$ cat src/rtl/tpag_pkg.sv
// Package for the padded-tensor address generator.
// Holds sizes, config and queue entry types and the field helpers.
// No dependencies.
package tpag_pkg;

  localparam int MAX_DIMS    = 4;
  localparam int SIZE_WIDTH  = 16;
  localparam int ADDR_WIDTH  = 32;

  localparam int CFG_W       = 64;
  localparam int CFG_IDX_W   = 3;
  localparam int DIMS_W      = 3;
  localparam int MAP_W       = 16;
  localparam int VALUE_W     = 32;
  localparam int DEST_ADDR_W = 32;

  localparam int DIM_CNT_W   = $clog2(MAX_DIMS + 1);
  localparam int DIM_IDX_W   = (MAX_DIMS > 1) ? $clog2(MAX_DIMS) : 1;
  localparam int PROD_W      = ADDR_WIDTH + SIZE_WIDTH + 1;

  localparam int Q_DEPTH     = 2;
  localparam int Q_PTR_W     = 1;
  localparam int Q_CNT_W     = 2;

  typedef enum logic [CFG_IDX_W-1:0] {
    CFG_SOURCE_SIZES = 3'd0,
    CFG_DEST_SIZES   = 3'd1,
    CFG_PAD_OFFSETS  = 3'd2,
    CFG_DIMS_IN_USE  = 3'd3,
    CFG_MAP_COUNT    = 3'd4
  } cfg_idx_e;

  typedef enum logic [1:0] {
    BK_IDLE,
    BK_MAC,
    BK_FIN
  } bk_state_e;

  typedef logic [MAX_DIMS-1:0][SIZE_WIDTH-1:0] pos_t;

  typedef struct packed {
    logic [CFG_W-1:0]  source_sizes;
    logic [CFG_W-1:0]  dest_sizes;
    logic [CFG_W-1:0]  pad_offsets;
    logic [DIMS_W-1:0] dims_in_use;
    logic [MAP_W-1:0]  map_count;
  } cfg_t;

  typedef struct packed {
    logic [VALUE_W-1:0] value;
    pos_t               pos;
    logic               wrap;
    logic               done;
  } qent_t;

  typedef struct packed {
    logic full;
    logic empty;
  } q_stat_t;

  // Extent or padding of dimension idx from a packed register.
  function automatic logic [SIZE_WIDTH-1:0] field_of(logic [CFG_W-1:0] packed_v,
                                                     logic [DIM_IDX_W-1:0] idx);
    return packed_v[idx * SIZE_WIDTH +: SIZE_WIDTH];
  endfunction

  // Clamp the dimension count into 1..MAX_DIMS.
  function automatic logic [DIM_CNT_W-1:0] used_dims(logic [DIMS_W-1:0] dims);
    logic [DIM_CNT_W-1:0] d;
    if (dims == '0) begin
      d = DIM_CNT_W'(1);
    end else if (32'(dims) > MAX_DIMS) begin
      d = DIM_CNT_W'(MAX_DIMS);
    end else begin
      d = DIM_CNT_W'(dims);
    end
    return d;
  endfunction

endpackage

$ cat src/rtl/tpag_front.sv
// Front end: accepts source words and steps the position and map counters.
// Pushes each word with its position snapshot into the queue. Uses tpag_pkg.
module tpag_front import tpag_pkg::*; (
  input  logic               clk_i,
  input  logic               rst_ni,
  input  cfg_t               cfg_i,
  input  logic               in_valid_i,
  output logic               in_ready_o,
  input  logic [VALUE_W-1:0] elem_value_i,
  input  q_stat_t            q_stat_i,
  output logic               push_o,
  output qent_t              push_data_o
);

  pos_t             pos_q, pos_d;
  logic [MAP_W-1:0] map_q, map_d;
  logic [DIM_CNT_W-1:0] d_used;

  assign d_used     = used_dims(cfg_i.dims_in_use);
  assign in_ready_o = !q_stat_i.full;
  assign push_o     = in_valid_i && !q_stat_i.full;

  always_comb begin
    logic [SIZE_WIDTH:0] nx;
    logic [MAP_W:0]      mnx;
    logic                carry;
    logic                done;
    pos_d = pos_q;
    map_d = map_q;
    carry = 1'b1;
    done  = 1'b0;
    nx    = '0;
    mnx   = '0;
    for (int i = 0; i < MAX_DIMS; i++) begin
      if ((DIM_CNT_W'(i) < d_used) && carry) begin
        nx = {1'b0, pos_q[i]} + 1'b1;
        if (nx >= {1'b0, field_of(cfg_i.source_sizes, DIM_IDX_W'(i))}) begin
          pos_d[i] = '0;
        end else begin
          pos_d[i] = nx[SIZE_WIDTH-1:0];
          carry    = 1'b0;
        end
      end
    end
    if (carry) begin
      mnx = {1'b0, map_q} + 1'b1;
      if (mnx >= {1'b0, cfg_i.map_count}) begin
        done  = 1'b1;
        map_d = '0;
        pos_d = '0;
      end else begin
        map_d = mnx[MAP_W-1:0];
      end
    end
    push_data_o.value = elem_value_i;
    push_data_o.pos   = pos_q;
    push_data_o.wrap  = carry;
    push_data_o.done  = done;
  end

  always_ff @(posedge clk_i or negedge rst_ni) begin
    if (!rst_ni) begin
      pos_q <= '0;
      map_q <= '0;
    end else if (push_o) begin
      pos_q <= pos_d;
      map_q <= map_d;
    end
  end

endmodule

$ cat src/rtl/tpag_queue.sv
// Two-entry queue between front and back ends.
// Head entry is read from registers. Uses tpag_pkg.
module tpag_queue import tpag_pkg::*; (
  input  logic    clk_i,
  input  logic    rst_ni,
  input  logic    push_i,
  input  qent_t   push_data_i,
  input  logic    pop_i,
  output qent_t   head_o,
  output q_stat_t stat_o
);

  qent_t              mem_q [Q_DEPTH];
  logic [Q_PTR_W-1:0] wr_ptr_q, rd_ptr_q;
  logic [Q_CNT_W-1:0] count_q;

  assign stat_o.full  = (count_q == Q_CNT_W'(Q_DEPTH));
  assign stat_o.empty = (count_q == '0);
  assign head_o       = mem_q[rd_ptr_q];

  function automatic logic [Q_PTR_W-1:0] ptr_inc(logic [Q_PTR_W-1:0] p);
    return (p == Q_PTR_W'(Q_DEPTH - 1)) ? '0 : p + 1'b1;
  endfunction

  always_ff @(posedge clk_i) begin
    if (push_i) begin
      mem_q[wr_ptr_q] <= push_data_i;
    end
  end

  always_ff @(posedge clk_i or negedge rst_ni) begin
    if (!rst_ni) begin
      wr_ptr_q <= '0;
      rd_ptr_q <= '0;
      count_q  <= '0;
    end else begin
      if (push_i) wr_ptr_q <= ptr_inc(wr_ptr_q);
      if (pop_i)  rd_ptr_q <= ptr_inc(rd_ptr_q);
      if (push_i && !pop_i) begin
        count_q <= count_q + 1'b1;
      end else if (pop_i && !push_i) begin
        count_q <= count_q - 1'b1;
      end
    end
  end

  a_count_bound: assert property (@(posedge clk_i) disable iff (!rst_ni)
    32'(count_q) <= Q_DEPTH)
    else $error("queue count above depth");

endmodule

$ cat src/rtl/tpag_back.sv
// Back end: Horner address evaluation over the used dimensions, plane base
// tracking and the output register. Uses tpag_pkg.
module tpag_back import tpag_pkg::*; (
  input  logic                   clk_i,
  input  logic                   rst_ni,
  input  cfg_t                   cfg_i,
  input  qent_t                  head_i,
  input  q_stat_t                q_stat_i,
  output logic                   pop_o,
  output logic                   out_valid_o,
  input  logic                   out_ready_i,
  output logic [DEST_ADDR_W-1:0] dest_address_o,
  output logic [VALUE_W-1:0]     dest_value_o,
  output logic                   tensor_done_o,
  output logic                   size_error_o
);

  bk_state_e            state_q, state_d;
  logic [DIM_IDX_W-1:0] idx_q, idx_d;
  logic [ADDR_WIDTH-1:0] acc_q, acc_d, plane_q, plane_d, base_q, base_d;
  qent_t                item_q, item_d;
  logic                 out_valid_q, out_valid_d, out_load;
  logic [DEST_ADDR_W-1:0] addr_q;
  logic [VALUE_W-1:0]   value_q;
  logic                 done_q, err_q, size_err;
  logic [DIM_CNT_W-1:0] d_used;
  logic [PROD_W-1:0]    acc_prod, plane_prod, acc_sum;
  logic [SIZE_WIDTH-1:0] dest_f, pad_f;

  assign d_used = used_dims(cfg_i.dims_in_use);
  assign dest_f = field_of(cfg_i.dest_sizes, idx_q);
  assign pad_f  = field_of(cfg_i.pad_offsets, idx_q);

  assign acc_prod   = PROD_W'(acc_q) * PROD_W'(dest_f);
  assign plane_prod = PROD_W'(plane_q) * PROD_W'(dest_f);
  assign acc_sum    = acc_prod + PROD_W'(item_q.pos[idx_q]) + PROD_W'(pad_f);

  // Size check over the used dimensions, at full width.
  always_comb begin
    size_err = 1'b0;
    for (int i = 0; i < MAX_DIMS; i++) begin
      if ((DIM_CNT_W'(i) < d_used) &&
          (({1'b0, field_of(cfg_i.source_sizes, DIM_IDX_W'(i))} +
            {1'b0, field_of(cfg_i.pad_offsets, DIM_IDX_W'(i))}) >
           {1'b0, field_of(cfg_i.dest_sizes, DIM_IDX_W'(i))})) begin
        size_err = 1'b1;
      end
    end
  end

  always_comb begin
    state_d  = state_q;
    idx_d    = idx_q;
    acc_d    = acc_q;
    plane_d  = plane_q;
    base_d   = base_q;
    item_d   = item_q;
    pop_o    = 1'b0;
    out_load = 1'b0;
    unique case (state_q)
      BK_IDLE: begin
        if (!q_stat_i.empty) begin
          pop_o   = 1'b1;
          item_d  = head_i;
          idx_d   = DIM_IDX_W'(d_used - 1'b1);
          acc_d   = '0;
          plane_d = ADDR_WIDTH'(1);
          state_d = BK_MAC;
        end
      end
      BK_MAC: begin
        acc_d   = acc_sum[ADDR_WIDTH-1:0];
        plane_d = plane_prod[ADDR_WIDTH-1:0];
        if (idx_q == '0) begin
          state_d = BK_FIN;
        end else begin
          idx_d = idx_q - 1'b1;
        end
      end
      BK_FIN: begin
        if (!out_valid_q || out_ready_i) begin
          out_load = 1'b1;
          state_d  = BK_IDLE;
          if (item_q.done) begin
            base_d = '0;
          end else if (item_q.wrap) begin
            base_d = base_q + plane_q;
          end
        end
      end
      default: state_d = BK_IDLE;
    endcase
    out_valid_d = out_load ? 1'b1 : (out_ready_i ? 1'b0 : out_valid_q);
  end

  always_ff @(posedge clk_i or negedge rst_ni) begin
    if (!rst_ni) begin
      state_q     <= BK_IDLE;
      base_q      <= '0;
      out_valid_q <= 1'b0;
    end else begin
      state_q     <= state_d;
      base_q      <= base_d;
      out_valid_q <= out_valid_d;
    end
  end

  always_ff @(posedge clk_i) begin
    idx_q   <= idx_d;
    acc_q   <= acc_d;
    plane_q <= plane_d;
    item_q  <= item_d;
    if (out_load) begin
      addr_q  <= DEST_ADDR_W'(acc_q + base_q);
      value_q <= item_q.value;
      done_q  <= item_q.done;
      err_q   <= size_err;
    end
  end

  assign out_valid_o    = out_valid_q;
  assign dest_address_o = addr_q;
  assign dest_value_o   = value_q;
  assign tensor_done_o  = done_q;
  assign size_error_o   = err_q;

  a_fin_loads: assert property (@(posedge clk_i) disable iff (!rst_ni)
    (state_q == BK_FIN && !out_valid_q) |=> out_valid_q)
    else $error("finished word not loaded into output");

  a_idx_range: assert property (@(posedge clk_i) disable iff (!rst_ni)
    (state_q == BK_MAC) |-> (DIM_CNT_W'(idx_q) < d_used))
    else $error("dimension index beyond used dimensions");

  a_base_clear: assert property (@(posedge clk_i) disable iff (!rst_ni)
    (out_load && item_q.done) |=> (base_q == '0))
    else $error("plane base not cleared at end of tensor");

endmodule

$ cat src/rtl/tensor_pad_address_generator_top.sv
// Padded-tensor address generator, top level. The back end takes one word
// at a time from the queue and evaluates it with a single multiply-accumulate
// step per dimension over the d used dimensions (1..4), then loads the result
// register; the two-entry queue lets input words arrive while the back end
// works or a result waits. Reset clears the position and map counters, the
// plane base and the queue; config resets to zero extents.
module tensor_pad_address_generator_top import tpag_pkg::*; (
  input  logic                   clk_i,
  input  logic                   rst_ni,
  // config write port
  input  logic                   cfg_we_i,
  input  logic [CFG_IDX_W-1:0]   cfg_index_i,
  input  logic [CFG_W-1:0]       cfg_wdata_i,
  // source words
  input  logic                   in_valid_i,
  output logic                   in_ready_o,
  input  logic [VALUE_W-1:0]     elem_value_i,
  // result words
  output logic                   out_valid_o,
  input  logic                   out_ready_i,
  output logic [DEST_ADDR_W-1:0] dest_address_o,
  output logic [VALUE_W-1:0]     dest_value_o,
  output logic                   tensor_done_o,
  output logic                   size_error_o
);

  cfg_t    cfg_q;
  q_stat_t q_stat;
  logic    push, pop;
  qent_t   push_data, head;

  // Config registers; writes beyond the register list are dropped.
  always_ff @(posedge clk_i or negedge rst_ni) begin
    if (!rst_ni) begin
      cfg_q.source_sizes <= '0;
      cfg_q.dest_sizes   <= '0;
      cfg_q.pad_offsets  <= '0;
      cfg_q.dims_in_use  <= DIMS_W'(1);
      cfg_q.map_count    <= MAP_W'(1);
    end else if (cfg_we_i) begin
      unique case (cfg_index_i)
        CFG_SOURCE_SIZES: cfg_q.source_sizes <= cfg_wdata_i;
        CFG_DEST_SIZES:   cfg_q.dest_sizes   <= cfg_wdata_i;
        CFG_PAD_OFFSETS:  cfg_q.pad_offsets  <= cfg_wdata_i;
        CFG_DIMS_IN_USE:  cfg_q.dims_in_use  <= cfg_wdata_i[DIMS_W-1:0];
        CFG_MAP_COUNT:    cfg_q.map_count    <= cfg_wdata_i[MAP_W-1:0];
        default: ;
      endcase
    end
  end

  // Front end: advance counters per accepted word, tag wrap and end of tensor.
  tpag_front u_front (
    .clk_i        (clk_i),
    .rst_ni       (rst_ni),
    .cfg_i        (cfg_q),
    .in_valid_i   (in_valid_i),
    .in_ready_o   (in_ready_o),
    .elem_value_i (elem_value_i),
    .q_stat_i     (q_stat),
    .push_o       (push),
    .push_data_o  (push_data)
  );

  // Hold words between the two ends so each can stall on its own.
  tpag_queue u_queue (
    .clk_i       (clk_i),
    .rst_ni      (rst_ni),
    .push_i      (push),
    .push_data_i (push_data),
    .pop_i       (pop),
    .head_o      (head),
    .stat_o      (q_stat)
  );

  // Back end: evaluate the address, track the plane base, drive results.
  tpag_back u_back (
    .clk_i          (clk_i),
    .rst_ni         (rst_ni),
    .cfg_i          (cfg_q),
    .head_i         (head),
    .q_stat_i       (q_stat),
    .pop_o          (pop),
    .out_valid_o    (out_valid_o),
    .out_ready_i    (out_ready_i),
    .dest_address_o (dest_address_o),
    .dest_value_o   (dest_value_o),
    .tensor_done_o  (tensor_done_o),
    .size_error_o   (size_error_o)
  );

endmodule
$ cat config.mk
export PLATFORM = sky130hd
export DESIGN_NAME = tensor_pad_address_generator_top
export DESIGN_NICKNAME = d
export VERILOG_FILES = /design/src/rtl/tpag_pkg.sv /design/src/rtl/tpag_front.sv /design/src/rtl/tpag_queue.sv /design/src/rtl/tpag_back.sv /design/src/rtl/tensor_pad_address_generator_top.sv
export SDC_FILE = /design/constraint.sdc
export NUM_CORES = 2
export LEC_CHECK = 0
export ABC_AREA = 1
export BUFFER_PORTS_ARGS = -buffer_cell sky130_fd_sc_hd__buf_2
export CORE_UTILIZATION = 46
export DETAILED_ROUTE_END_ITERATION = 10
export PLACE_DENSITY = 0.6
export SYNTH_ARGS = -nofsm -noshare
export SYNTH_HDL_FRONTEND = slang
export SYNTH_HIERARCHICAL = 1
export SYNTH_SLANG_ARGS = --single-unit
$ cat constraint.sdc
create_clock -name clk_i -period 21.5 [get_ports clk_i]
set_input_delay 0 -clock clk_i [delete_from_list [all_inputs] [get_ports clk_i]]
set_output_delay 0 -clock clk_i [all_outputs]
set_load 0.05 [all_outputs]
==> metrics.yaml <==
outcome: "finished, final reports clean"
die_x_um: 378
fin_ws_ns: 11.67
drc: 0
die_area_mm2: 0.143
vias_per_cell: 5.46
cp_max_fo: 52
cts_resized: 0
clock_sinks: 756
max_stage_delay_ns: 1.19
period_share_pct: 45.7
placeableCoreArea_mm2: 0.140
area_growth_pct: 10.2
hold_ws_ns: 0.0359
synth_area_mm2: 0.0651
first_pass_iters: 7
finalSetupViolations: 0
hold_path.class: "input port to flip-flop"
wl_per_cell_um: 22.4
wl_met3_um: 15700
synth_area_leaders: "fa_1 20%, edfxtp_1 20%, dfrtp_1 13%"
synthFlopType: "edfxtp_1"
cpMostUsedCell: "fa_1"
synth_nets: 8624
fin_worst_skew_ns: 0.0584
hold_viol: 0
first_global_vias: 52600
dp.cells: 9268
ys_ff_latch: 756
cts_buffers: 87
drt_wl_total_um: 214000
met1_length_um: 85300
pre_cts_ws_ns: 12.01
synthDistinctLibCells: 69
ys_warn_count: 6
path_class: "flip-flop to flip-flop"
cts-root-buf: "clkbuf_16"
synth_cells: 7453
drv_slew: 0
fill_cells: 13300
synth_edf_count: 426
overflow: 0
clk_pin_slew_ns: 0.06
antenna_left: 0
synth_top_area_share_pct: 19.8
maxCapViolCount: 0
row_count: 137
ys_top_cells_by_count: "1725 x nand2_1, 1322 x inv_1, 645 x fa_1, 567 x nor2_1, 426 x edfxtp_1"
clkLatencyLatePin_ns: 0.74
yosys.area.top_type: "fa_1"
antenna_found_initial: 1
cp_slowest_cell: "clkinv_1"
cts_max_path_buffers: 3
final_cells: 9559
io_buffer_count: 171
drive_gt1_share_pct: 7.23
grtUsageTotal_pct: 30.2
place_hpwl_um: 162000
io_pins: 172
grt_pass1_wl_um: 323000
htree_levels: 3
die_h_um: 378
yosys.cell_count.top_type: "nand2_1"
worstMarginPinSlew_ns: 1.44
finalCriticalPeriod_ns: 9.83
rsz0062_at_grt: "no"
yosysSeqAreaShare_pct: 32.4
synth_area_per_cell_um2: 8.73
async_flop_share_pct: 43.7
wl_met2_um: 101000
grt_max_degree: 77
endpoint_kind: "flip-flop"
cts_tree: "built"
worstSetupStartpointType: "flip-flop"
gp_congestion: 0.997
route.top_layer_used: "met4"
relSlewSlack_pct: 3.43
setup_tns_ns: 0
worstPathArrival_ns: 10.37
start_util_pct: 46.5
via_count: 52200
fmax_mhz: 102
nets: 8778
critPathRequiredTime_ns: 22.05
drt-initial-drc-count: 4616
-- what timing repair did --
item                                   4_1_cts  5_1_grt
setup buffers                                0        0
hold buffers                               126        0
endpoints found under the hold margin      496        0
-- cell usage in the layout, fill, tap and decap left out, types with 10 or more instances in the layout --
cell / instances
dlygate4sd3_1: 125
bufinv_16: 13
fa_1: 645
nand2_2: 12
nand3_1: 368
buf_2: 170
buf_4: 54
nor4_1: 12
o211ai_1: 14
xor2_1: 122
a21oi_1: 355
o21bai_1: 20
nand2_1: 1721
nor2_4: 11
clkinv_1: 28
o22ai_1: 48
inv_1: 1321
o21a_1: 33
a22oi_1: 15
nor3_1: 48
nand4_1: 101
clkbuf_1: 10
dfrtp_1: 327
edfxtp_1: 426
mux2_2: 88
nand3b_1: 10
inv_2: 17
o21ai_1: 29
xnor2_1: 43
clkbuf_16: 89
clkinv_2: 15
a21o_1: 16
ha_1: 422
mux2_4: 10
a31oi_1: 10
nor2_1: 562
o21ai_0: 245
-- routing by layer --
metal / global-route usage (%) / up-vias
met5: 0 / -
met3: 4.77 / 511
met1: 38.4 / 25800
met2: 49.7 / 2057
li1: - / 23900
met4: 15.5 / 0
-- critical path: cells and delay by family, from the launching register on --
family,cells,cell delay [ns]
and+or+nand+nor,5,0.87
DFF,1,0.90
AOI/OAI and AO/OA,8,1.69
adders and majority gates,7,3.34
buffers and inverters,8,2.79
-- stage by stage --
| stage | instance area, µm² | utilization (%) |
|---|---|---|
| 4_1_cts | 71700 | 51.2 |
| 2_1_floorplan | 65100 | - |
| 6_report | 71700 | 51.2 |
| 5_1_grt | 71700 | 51.2 |
| 3_5_place_dp | 67300 | 48.1 |
| 3_3_place_gp | 67300 | 48.1 |
-- final cells by class --
class                      instances  area [µm²]  area share (%)
timing repair buffer             351        2550            3.56
antenna                            3        7.51          0.0105
multi-input combinational       5057       37600            52.4
clock inverter                    58         744            1.04
tap                             1876        2350            3.27
sequential                       756       21100            29.4
inverter                        1354        5090            7.10
clock buffer                     104        2330            3.26
-- state kept, by name, summed over array words and instances, names as in the netlist, 16 cells and up --
| register | flops |
|---|---|
| u_front/push_data_o | 64 |
| u_back/item_q | 98 |
| u_back/acc_q | 32 |
| u_back/base_q | 32 |
| u_back/dest_address_o | 32 |
| u_queue/mem_q | 196 |
| cfg_q | 211 |
| u_back/dest_value_o | 32 |
| u_front/map_q | 16 |
| u_back/plane_q | 32 |
-- final timing paths --
path,startpoint,endpoint,slack [ns],cells after the start
worst min-delay path,elem_value_i[11],u_queue/mem_q[0][77],0.04,2
worst max register to register,u_back/idx_q[0],u_back/acc_q[25],11.67,28
max in group asynchronous,rst_ni,u_queue/rd_ptr_q,19.32,5
worst min register to register,u_back/item_q[71],u_back/dest_value_o[5],0.42,0
worst max-delay path,u_back/idx_q[0],u_back/acc_q[25],11.67,28
min in group asynchronous,rst_ni,cfg_q[16],0.41,3
-- cell families (layout without fill, tap and decap cells) --
logic type / count (synthesis) / in the layout / share of synthesized area (%)
xor gates and xnor gates: 167 / 167 / 2.28
AOI/OAI and AO/OA: 840 / 840 / 7.24
muxes: 98 / 98 / 1.75
buffers and inverters: 1640 / 1867 / 10.1
DFF: 756 / 756 / 32.4
adders and majority gates: 1067 / 1067 / 28.0
and+or+nand+nor: 2885 / 2885 / 18.4
other: 0 / 3 / 0
Power is left out: the tool's default activity adds up to more than one toggle a clock period on the data nets, which glitch-free logic cannot reach.
